<file path="config.mk">
export PLATFORM = sky130hd
export DESIGN_NAME = multichannel_oneshot_periodic_timer_flat
export DESIGN_NICKNAME = d
export VERILOG_FILES = /design/src/hdl/mot_pkg.sv /design/src/hdl/mot_if.sv /design/src/hdl/mot_ctrl.sv /design/src/hdl/mot_dp.sv /design/src/hdl/multichannel_oneshot_periodic_timer.sv /design/src/flat_wrapper.sv
export SDC_FILE = /design/constraint.sdc
export NUM_CORES = 1
export LEC_CHECK = 0
export BUFFER_PORTS_ARGS = -buffer_cell sky130_fd_sc_hd__buf_4
export CORE_ASPECT_RATIO = 1.5
export CORE_MARGIN = 2
export CORE_UTILIZATION = 35
export CTS_BUF_LIST = sky130_fd_sc_hd__clkbuf_8 sky130_fd_sc_hd__clkbuf_16
export DETAILED_ROUTE_END_ITERATION = 12
export GPL_TIMING_DRIVEN = 0
export SETUP_SLACK_MARGIN = 0.1
export SLEW_MARGIN = 30
export SYNTH_ARGS = -nofsm -noshare
export SYNTH_HDL_FRONTEND = slang
export SYNTH_SLANG_ARGS = --single-unit
</file>
<file path="constraint.sdc">
create_clock -name clk -period 14.2 [get_ports clk]
set_input_delay 0 -clock clk [delete_from_list [all_inputs] [get_ports clk]]
set_output_delay 0 -clock clk [all_outputs]
set_load 0.02 [all_outputs]
</file>
<file path="src/hdl/mot_pkg.sv">
`timescale 1ns / 1ps

package mot_pkg;

  localparam int CHANNELS_DEF = 8;
  localparam int OP_W         = 3;
  localparam int CH_W         = 3;
  localparam int TIME_W       = 32;
  localparam int KIND_W       = 2;
  localparam int CMP_W        = 6;
  localparam int FIRE_LIMIT   = 8;

  localparam logic [TIME_W-1:0] STOPPED = '1;
  localparam logic [TIME_W-1:0] DUE_MAX = {{(TIME_W-1){1'b1}}, 1'b0};

  typedef enum logic [OP_W-1:0] {
    OP_TICK           = 3'd0,
    OP_SET_PERIOD     = 3'd1,
    OP_START_ONCE     = 3'd2,
    OP_START_PERIODIC = 3'd3,
    OP_DISABLE        = 3'd4,
    OP_QUERY          = 3'd5
  } op_t;

  typedef enum logic [KIND_W-1:0] {
    KIND_IDLE_TICK = 2'd0,
    KIND_FIRED     = 2'd1,
    KIND_ACK       = 2'd2,
    KIND_QUERY     = 2'd3
  } kind_t;

  typedef enum logic [1:0] {
    ST_IDLE,
    ST_SCAN,
    ST_EMIT,
    ST_RESP
  } state_t;

  typedef struct packed {
    logic accept;
    logic scan;
    logic load_fire;
    logic load_resp;
  } cmd_t;

  typedef struct packed {
    logic is_tick;
    logic fire_zero;
    logic fired_here;
    logic last_fire;
    logic out_free;
  } status_t;

endpackage

</file>
<file path="src/hdl/mot_if.sv">
`timescale 1ns / 1ps

interface mot_in_if;
  logic                        valid;
  logic                        ready;
  logic [mot_pkg::OP_W-1:0]    operation;
  logic [mot_pkg::CH_W-1:0]    channel;
  logic [mot_pkg::TIME_W-1:0]  period_ms;

  modport source (output valid, output operation, output channel, output period_ms,
                  input ready);
  modport sink (input valid, input operation, input channel, input period_ms,
                output ready);
endinterface

interface mot_out_if;
  logic                        valid;
  logic                        ready;
  logic [mot_pkg::KIND_W-1:0]  kind;
  logic [mot_pkg::CH_W-1:0]    fired_channel;
  logic                        running;
  logic [mot_pkg::TIME_W-1:0]  nearest_due;
  logic                        last;

  modport source (output valid, output kind, output fired_channel, output running,
                  output nearest_due, output last, input ready);
  modport sink (input valid, input kind, input fired_channel, input running,
                input nearest_due, input last, output ready);
endinterface

</file>
<file path="src/hdl/mot_ctrl.sv">
`timescale 1ns / 1ps

module mot_ctrl #(
  parameter int  CHANNELS = mot_pkg::CHANNELS_DEF,
  localparam int IDX_W    = (CHANNELS > 1) ? $clog2(CHANNELS) : 1
) (
  input  logic             clk,
  input  logic             rst_n,
  input  logic             in_valid,
  output logic             in_ready,
  input  mot_pkg::status_t st,
  output mot_pkg::cmd_t    cmd,
  output logic [IDX_W-1:0] idx
);

  localparam logic [IDX_W-1:0] LAST_IDX = IDX_W'(CHANNELS - 1);

  mot_pkg::state_t  state_r, state_nxt;
  logic [IDX_W-1:0] idx_r, idx_nxt;

  always_ff @(posedge clk) begin
    if (!rst_n) begin
      state_r <= mot_pkg::ST_IDLE;
      idx_r   <= '0;
    end else begin
      state_r <= state_nxt;
      idx_r   <= idx_nxt;
    end
  end

  always_comb begin
    state_nxt = state_r;
    idx_nxt   = idx_r;
    cmd       = '0;
    in_ready  = 1'b0;
    unique case (state_r)
      mot_pkg::ST_IDLE: begin
        in_ready = 1'b1;
        if (in_valid) begin
          cmd.accept = 1'b1;
          idx_nxt    = '0;
          state_nxt  = mot_pkg::ST_SCAN;
        end
      end
      mot_pkg::ST_SCAN: begin
        cmd.scan = 1'b1;
        if (idx_r == LAST_IDX) begin
          idx_nxt   = '0;
          state_nxt = st.is_tick ? mot_pkg::ST_EMIT : mot_pkg::ST_RESP;
        end else begin
          idx_nxt = idx_r + IDX_W'(1);
        end
      end
      mot_pkg::ST_EMIT: begin
        if (st.fire_zero) begin
          state_nxt = mot_pkg::ST_RESP;
        end else if (st.fired_here) begin
          if (st.out_free) begin
            cmd.load_fire = 1'b1;
            if (st.last_fire) begin
              state_nxt = mot_pkg::ST_IDLE;
            end else begin
              idx_nxt = idx_r + IDX_W'(1);
            end
          end
        end else begin
          idx_nxt = idx_r + IDX_W'(1);
        end
      end
      mot_pkg::ST_RESP: begin
        if (st.out_free) begin
          cmd.load_resp = 1'b1;
          state_nxt     = mot_pkg::ST_IDLE;
        end
      end
      default: begin
        state_nxt = mot_pkg::ST_IDLE;
      end
    endcase
  end

  assign idx = idx_r;

endmodule

</file>
<file path="src/hdl/mot_dp.sv">
`timescale 1ns / 1ps

module mot_dp #(
  parameter int  CHANNELS = mot_pkg::CHANNELS_DEF,
  localparam int IDX_W    = (CHANNELS > 1) ? $clog2(CHANNELS) : 1,
  localparam int CNT_W    = $clog2(CHANNELS + 1)
) (
  input  logic                        clk,
  input  logic                        rst_n,
  input  mot_pkg::cmd_t               cmd,
  input  logic [IDX_W-1:0]            idx,
  output mot_pkg::status_t            st,
  input  logic [mot_pkg::OP_W-1:0]    in_operation,
  input  logic [mot_pkg::CH_W-1:0]    in_channel,
  input  logic [mot_pkg::TIME_W-1:0]  in_period_ms,
  output logic                        out_valid,
  input  logic                        out_ready,
  output logic [mot_pkg::KIND_W-1:0]  out_kind,
  output logic [mot_pkg::CH_W-1:0]    out_fired_channel,
  output logic                        out_running,
  output logic [mot_pkg::TIME_W-1:0]  out_nearest_due,
  output logic                        out_last
);

  localparam int TW = mot_pkg::TIME_W;
  localparam int CW = mot_pkg::CMP_W;

  logic [TW-1:0]                now_r;
  logic [TW-1:0]                due_r [CHANNELS];
  logic [TW-1:0]                per_r [CHANNELS];
  logic [CHANNELS-1:0]          rep_r;
  logic [CHANNELS-1:0]          fired_r;
  logic [CHANNELS-1:0]          runmask_r;
  logic [CNT_W-1:0]             fire_cnt_r;
  logic [CNT_W-1:0]             emit_cnt_r;
  logic [TW-1:0]                near_r;
  logic                         run_resp_r;
  logic                         out_valid_r;

  logic [mot_pkg::OP_W-1:0]     op_r;
  logic [mot_pkg::CH_W-1:0]     ch_r;
  logic [TW-1:0]                pin_r;
  logic [mot_pkg::KIND_W-1:0]   kind_r;
  logic [mot_pkg::CH_W-1:0]     fch_r;
  logic                         run_r;
  logic [TW-1:0]                ndue_r;
  logic                         last_r;

  logic [TW-1:0]                cur_d, cur_p, eff_p, base, clamped;
  logic [TW:0]                  sum;
  logic [CW-1:0]                idx_ext, ch_ext;
  logic                         is_tick, fire, hit;
  logic [TW-1:0]                new_d, new_p;
  logic                         new_rep;
  logic                         last_fire;

  assign is_tick = (op_r == mot_pkg::OP_TICK);
  assign cur_d   = due_r[idx];
  assign cur_p   = per_r[idx];
  assign eff_p   = (cur_p == '0) ? TW'(1) : cur_p;
  assign base    = is_tick ? cur_d : now_r;
  assign sum     = {1'b0, base} + {1'b0, eff_p};
  assign clamped = (sum > {1'b0, mot_pkg::DUE_MAX}) ? mot_pkg::DUE_MAX : sum[TW-1:0];
  assign idx_ext = CW'(idx);
  assign ch_ext  = CW'(ch_r);
  assign fire    = is_tick && (idx_ext < CW'(mot_pkg::FIRE_LIMIT)) &&
                   (cur_d != mot_pkg::STOPPED) && (cur_d <= now_r);
  assign hit     = !is_tick && (idx_ext == ch_ext);

  always_comb begin
    new_d   = cur_d;
    new_p   = cur_p;
    new_rep = rep_r[idx];
    if (fire) begin
      new_d = rep_r[idx] ? clamped : mot_pkg::STOPPED;
    end
    if (hit) begin
      unique case (op_r)
        mot_pkg::OP_SET_PERIOD: begin
          new_p = pin_r;
        end
        mot_pkg::OP_START_ONCE, mot_pkg::OP_START_PERIODIC: begin
          new_rep = (op_r == mot_pkg::OP_START_PERIODIC);
          new_d   = clamped;
        end
        mot_pkg::OP_DISABLE: begin
          new_d   = mot_pkg::STOPPED;
          new_rep = 1'b0;
        end
        default: begin
        end
      endcase
    end
  end

  assign last_fire = ((emit_cnt_r + CNT_W'(1)) == fire_cnt_r);

  always_ff @(posedge clk) begin
    if (!rst_n) begin
      now_r       <= '0;
      rep_r       <= '0;
      fired_r     <= '0;
      runmask_r   <= '0;
      fire_cnt_r  <= '0;
      emit_cnt_r  <= '0;
      near_r      <= mot_pkg::STOPPED;
      run_resp_r  <= 1'b0;
      out_valid_r <= 1'b0;
      for (int i = 0; i < CHANNELS; i++) begin
        due_r[i] <= mot_pkg::STOPPED;
        per_r[i] <= '0;
      end
    end else begin
      if (cmd.accept) begin
        if (in_operation == mot_pkg::OP_TICK) begin
          now_r <= now_r + TW'(1);
        end
        fired_r    <= '0;
        runmask_r  <= '0;
        fire_cnt_r <= '0;
        emit_cnt_r <= '0;
        near_r     <= mot_pkg::STOPPED;
        run_resp_r <= 1'b0;
      end
      if (cmd.scan) begin
        due_r[idx] <= new_d;
        per_r[idx] <= new_p;
        rep_r[idx] <= new_rep;
        if (new_d < near_r) begin
          near_r <= new_d;
        end
        if (fire) begin
          fired_r[idx]   <= 1'b1;
          runmask_r[idx] <= (new_d != mot_pkg::STOPPED);
          fire_cnt_r     <= fire_cnt_r + CNT_W'(1);
        end
        if (hit) begin
          run_resp_r <= (new_d != mot_pkg::STOPPED);
        end
      end
      if (cmd.load_fire) begin
        out_valid_r <= 1'b1;
        emit_cnt_r  <= emit_cnt_r + CNT_W'(1);
      end else if (cmd.load_resp) begin
        out_valid_r <= 1'b1;
      end else if (out_ready) begin
        out_valid_r <= 1'b0;
      end
    end
  end

  always_ff @(posedge clk) begin
    if (cmd.accept) begin
      op_r  <= in_operation;
      ch_r  <= in_channel;
      pin_r <= in_period_ms;
    end
    if (cmd.load_fire) begin
      kind_r <= mot_pkg::KIND_FIRED;
      fch_r  <= idx_ext[mot_pkg::CH_W-1:0];
      run_r  <= runmask_r[idx];
      ndue_r <= near_r;
      last_r <= last_fire;
    end else if (cmd.load_resp) begin
      if (is_tick) begin
        kind_r <= mot_pkg::KIND_IDLE_TICK;
      end else if (op_r == mot_pkg::OP_QUERY) begin
        kind_r <= mot_pkg::KIND_QUERY;
      end else begin
        kind_r <= mot_pkg::KIND_ACK;
      end
      fch_r  <= is_tick ? '0 : ch_r;
      run_r  <= is_tick ? 1'b0 : run_resp_r;
      ndue_r <= near_r;
      last_r <= 1'b1;
    end
  end

  assign st.is_tick    = is_tick;
  assign st.fire_zero  = (fire_cnt_r == '0);
  assign st.fired_here = fired_r[idx];
  assign st.last_fire  = last_fire;
  assign st.out_free   = !out_valid_r || out_ready;

  assign out_valid         = out_valid_r;
  assign out_kind          = kind_r;
  assign out_fired_channel = fch_r;
  assign out_running       = run_r;
  assign out_nearest_due   = ndue_r;
  assign out_last          = last_r;

endmodule

</file>
<file path="src/hdl/multichannel_oneshot_periodic_timer.sv">
`timescale 1ns / 1ps
// An item is taken only in the idle state; the channels are then scanned in turn, and a command
// or a quiet tick gives one result. A tick that fires walks the fired mask, one channel a cycle
// except while a fired channel's result waits on out_ch, with one result per fired channel.
// A new item is taken only after the last result of the one before is loaded into the output
// register; out_ch stalls hold that back.
// Reset (synchronous, rst_n low): counter zero, all channels stopped, periods zero.

module multichannel_oneshot_periodic_timer #(
  parameter int CHANNELS = mot_pkg::CHANNELS_DEF
) (
  input  logic      clk,
  input  logic      rst_n,
  mot_in_if.sink    in_ch,
  mot_out_if.source out_ch
);

  localparam int IDX_W = (CHANNELS > 1) ? $clog2(CHANNELS) : 1;

  mot_pkg::cmd_t    cmd;
  mot_pkg::status_t st;
  logic [IDX_W-1:0] idx;

  mot_ctrl #(
    .CHANNELS (CHANNELS)
  ) u_ctrl (
    .clk      (clk),
    .rst_n    (rst_n),
    .in_valid (in_ch.valid),
    .in_ready (in_ch.ready),
    .st       (st),
    .cmd      (cmd),
    .idx      (idx)
  );

  mot_dp #(
    .CHANNELS (CHANNELS)
  ) u_dp (
    .clk               (clk),
    .rst_n             (rst_n),
    .cmd               (cmd),
    .idx               (idx),
    .st                (st),
    .in_operation      (in_ch.operation),
    .in_channel        (in_ch.channel),
    .in_period_ms      (in_ch.period_ms),
    .out_valid         (out_ch.valid),
    .out_ready         (out_ch.ready),
    .out_kind          (out_ch.kind),
    .out_fired_channel (out_ch.fired_channel),
    .out_running       (out_ch.running),
    .out_nearest_due   (out_ch.nearest_due),
    .out_last          (out_ch.last)
  );

endmodule

</file>
<file path="src/flat_wrapper.sv">
// flat-port wrapper written by rule: the top's interface ports become plain ports
module multichannel_oneshot_periodic_timer_flat 
#(
  parameter int CHANNELS = mot_pkg::CHANNELS_DEF
)
  (clk, rst_n, in_ch_valid, in_ch_operation, in_ch_channel, in_ch_period_ms, in_ch_ready, out_ch_valid, out_ch_kind, out_ch_fired_channel, out_ch_running, out_ch_nearest_due, out_ch_last, out_ch_ready);
  mot_in_if in_ch_i ();
  mot_out_if out_ch_i ();
  input  logic clk;
  input  logic rst_n;
  input wire logic [$bits(in_ch_i.valid)-1:0] in_ch_valid;
  input wire logic [$bits(in_ch_i.operation)-1:0] in_ch_operation;
  input wire logic [$bits(in_ch_i.channel)-1:0] in_ch_channel;
  input wire logic [$bits(in_ch_i.period_ms)-1:0] in_ch_period_ms;
  output wire logic [$bits(in_ch_i.ready)-1:0] in_ch_ready;
  output wire logic [$bits(out_ch_i.valid)-1:0] out_ch_valid;
  output wire logic [$bits(out_ch_i.kind)-1:0] out_ch_kind;
  output wire logic [$bits(out_ch_i.fired_channel)-1:0] out_ch_fired_channel;
  output wire logic [$bits(out_ch_i.running)-1:0] out_ch_running;
  output wire logic [$bits(out_ch_i.nearest_due)-1:0] out_ch_nearest_due;
  output wire logic [$bits(out_ch_i.last)-1:0] out_ch_last;
  input wire logic [$bits(out_ch_i.ready)-1:0] out_ch_ready;
  assign in_ch_i.valid = in_ch_valid;
  assign in_ch_i.operation = in_ch_operation;
  assign in_ch_i.channel = in_ch_channel;
  assign in_ch_i.period_ms = in_ch_period_ms;
  assign in_ch_ready = in_ch_i.ready;
  assign out_ch_valid = out_ch_i.valid;
  assign out_ch_kind = out_ch_i.kind;
  assign out_ch_fired_channel = out_ch_i.fired_channel;
  assign out_ch_running = out_ch_i.running;
  assign out_ch_nearest_due = out_ch_i.nearest_due;
  assign out_ch_last = out_ch_i.last;
  assign out_ch_i.ready = out_ch_ready;
  multichannel_oneshot_periodic_timer #(.CHANNELS(CHANNELS)) u_core (.clk(clk), .rst_n(rst_n), .in_ch(in_ch_i), .out_ch(out_ch_i));
endmodule
</file>
==> impl_metrics.ini <==
[job]
cap_violations = 0

[pwr]
ir_drop_mv = 0.0787
leakage_nw = 12.6
p_per_area_nw_per_um2 = 145

[synth]
yosysMostFrequentCell = edfxtp_1
ys_ff_latch = 695
synth_area_um2 = 33800
synth_top_area_frac = 0.522
syn_inst = 2800
ys_top_cells_by_count = 587 x edfxtp_1, 425 x nand2_1, 372 x nor2_1
synth_top_area_cell = edfxtp_1
ys_types = 78
synth_area_leaders = edfxtp_1 52%, mux4_2 8.5%, dfxtp_1 6.4%
synthFlopType = edfxtp_1
ys_warn_count = 0
synth_area_per_cell_um2 = 12.1
synth_edf_count = 587
syn-num-nets = 2948
synth-async-reset-ratio = 0
yosysSeqAreaShare = 0.585

[timing]
min_period_over_period = 0.839
setup-tns-final_ns = 0
rsz0062_at_grt = no
setup_violations = 0
hold_violations = 0
fin_crit_ns = 11.91
tightest_slew_ns = 1.02
fin_ws_ns = 2.29
maxSlewHeadroom = 0.321
skew_ns = 0.0349
maxSlewViolCount = 0
max_freq_mhz = 84.0

[floorplanning]
initial_core_util = 0.353
rows = 139
die_x_um = 258
core_um2 = 95700
ioPinCount = 83
design.die.area_um2 = 99100
die_h_um = 385

[placed_design]
hpwl_um = 73800
io_buffers = 82
place_ws_ns = 1.84
place.gp.congestion = 0.924

[setup_path]
critical_path_class = reg -> reg
cp.required_ns = 14.73
r2r_setup_slack_ns = 2.29
cp_data_arrival_time_ns = 12.44
reg2reg_depth = 37
crit_path_end_kind = register
slowest_stage = clkbuf_1
slowest_delay_ns = 0.75
cp-start-kind = register
path_common_cell = a21o_1
crit_fanout = 10

[global_routing]
grt_max_degree = 40
grt_overflow = 0
grt_pass1_wl_um = 153000
grt_pass1_vias = 24200
track_usage = 0.210
antenna_found_initial = 1

[layout]
layout-drive-gt1-share = 0.156
multi_input_area_um2 = 13000
nNetsFinal = 3160
syn2layout_area_growth_pct = 16.3
fillerInstances = 9118
sequential_cell_area_um2 = 19800

[route]
wl_um = 104000
vias = 23400
drtIter0Drc = 1863
drc_errors = 0
wl_per_cell_um = 24.0
via_per_inst = 5.39
drt_pass1_iterations = 6
ant_nets = 0

[clock_network]
cts.clk_slew.worst_paths_ns = 0.06
cts_buffer_depth = 3
insertion_delay_ns = 0.65
cts.sinks = 695
cts_root_buf = clkbuf_16
ctsResizeCount = 0
htreeDepth = 3
cts_buffers = 74
cts_tree = built

[hold_path]
hp-class = in -> reg
worstHoldPathCells = 2

[run_status]
status = complete, no violations
[worst max-delay path, delay by kind of cell (launching register included)]
| kind | cells | cell delay [ns] |
|---|---|---|
| DFF | 1 | 0.30 |
| and+or+nand+nor | 6 | 1.63 |
| muxes | 3 | 1.08 |
| buffers and inverters | 9 | 3.74 |
| AOI/OAI and AO/OA | 16 | 4.02 |
| adders and majority gates | 3 | 0.99 |
[where the power goes]
group	internal, mW	switching (mW)	leakage, nW
registers	2.33	0.0409	5.87
logic	0.454	0.923	5.48
clock network	1.12	0.836	1.26
[layout make-up]
type	instances	share of cell area
Buffer	166	0.0174
Inverter	127	0.0122
Antenna cell	1	0.0000637
Tap cell	1269	0.0404
Timing Repair Buffer	136	0.0336
Multi-Input combinational cell	1812	0.331
Clock buffer	81	0.0504
Clock inverter	56	0.0115
Sequential cell	695	0.504
[per-layer routing]
metal | routed length [um] | part of all wire | track usage | vias to the layer above
met3 | 5260 | 0.051 | 0.0266 | 275
met1 | 38100 | 0.37 | 0.234 | 11600
met5 | 0 | 0 | 0 | -
met2 | 54100 | 0.52 | 0.382 | 808
li1 | - | - | - | 10700
met4 | 6640 | 0.064 | 0.125 | 0
[stage by stage]
stage | instances | power, mW | util | hold WS, ns | instance area (um^2)
2_1_floorplan | 2800 | 3.28 | - | 0.0989 | 33800
3_3_place_gp | 4151 | 3.76 | 0.376 | 0.179 | 36000
3_5_place_dp | 4164 | 3.77 | 0.381 | 0.179 | 36400
4_1_cts | 4342 | 5.72 | 0.411 | 0.0632 | 39300
5_1_grt | 4343 | 5.91 | 0.411 | 0.0810 | 39300
6_report | 4343 | 5.70 | 0.411 | 0.0839 | 39300
[path summary, 6_finish.rpt]
check | from | end
hold reg to reg | u_core.u_dp.near_r[22] | u_core.u_dp.out_nearest_due[22]
hold / removal | in_ch_period_ms[24] | u_core.u_dp.pin_r[24]
setup reg to reg | register | u_core.u_dp.near_r[27]
setup / recovery | register | u_core.u_dp.near_r[27]
[logic make-up (layout without fill, tap and decap cells)]
logic type / after synthesis / count (layout) / synth area share
AO/OA/AOI/OAI: 330 / 330 / 0.0651
XOR/XNOR: 50 / 50 / 0.0130
adder cells (fa/ha/maj): 106 / 106 / 0.0395
buffers and inverters: 293 / 566 / 0.0339
flip-flops: 695 / 695 / 0.585
multiplexers: 258 / 258 / 0.126
other: 0 / 1 / 0
AND/OR/NAND/NOR: 1068 / 1068 / 0.137
[what timing repair did]
item | CTS | global route
buffers inserted | 0 | 0
hold buffers | 41 | 0
setup endpoints to repair | 0 | 0
hold endpoints to repair | 50 | 0
[cells in the final DEF (no fill, tap or decap), types with 10 or more instances in the layout]
master,count
mux2_2,57
nor2b_1,13
o22ai_2,18
o211ai_1,12
clkbuf_1,125
nor3_1,22
and2_1,29
or3_1,17
nand2_1,416
mux2i_1,67
dlygate4sd3_1,41
mux4_2,128
edfxtp_1,587
nand4_1,38
a21oi_1,86
buf_4,86
buf_2,26
dfxtp_1,108
nor2_1,372
nor4_1,17
clkinv_1,11
inv_1,142
clkbuf_16,77
o21ai_0,81
a21o_1,21
ha_1,105
nand3_1,73
xnor2_1,45
clkinv_2,15
o22ai_1,10
[sequential cells by signal, indices dropped and copies added, names as in the netlist, 4 cells and up, named ones only]
name and flops:
u_core.u_dp.due_r 256, u_core.u_dp.fired_r 8, u_core.u_dp.now_r 32, u_core.u_dp.rep_r 8, u_core.u_dp.pin_r 32, u_core.u_dp.emit_cnt_r 4, u_core.u_dp.per_r 256, u_core.u_dp.near_r 32
u_core.u_dp.fire_cnt_r 4, u_core.u_dp.runmask_r 8, u_core.u_dp.out_nearest_due 32
Note: power is estimated with default switching activity, not from simulation.
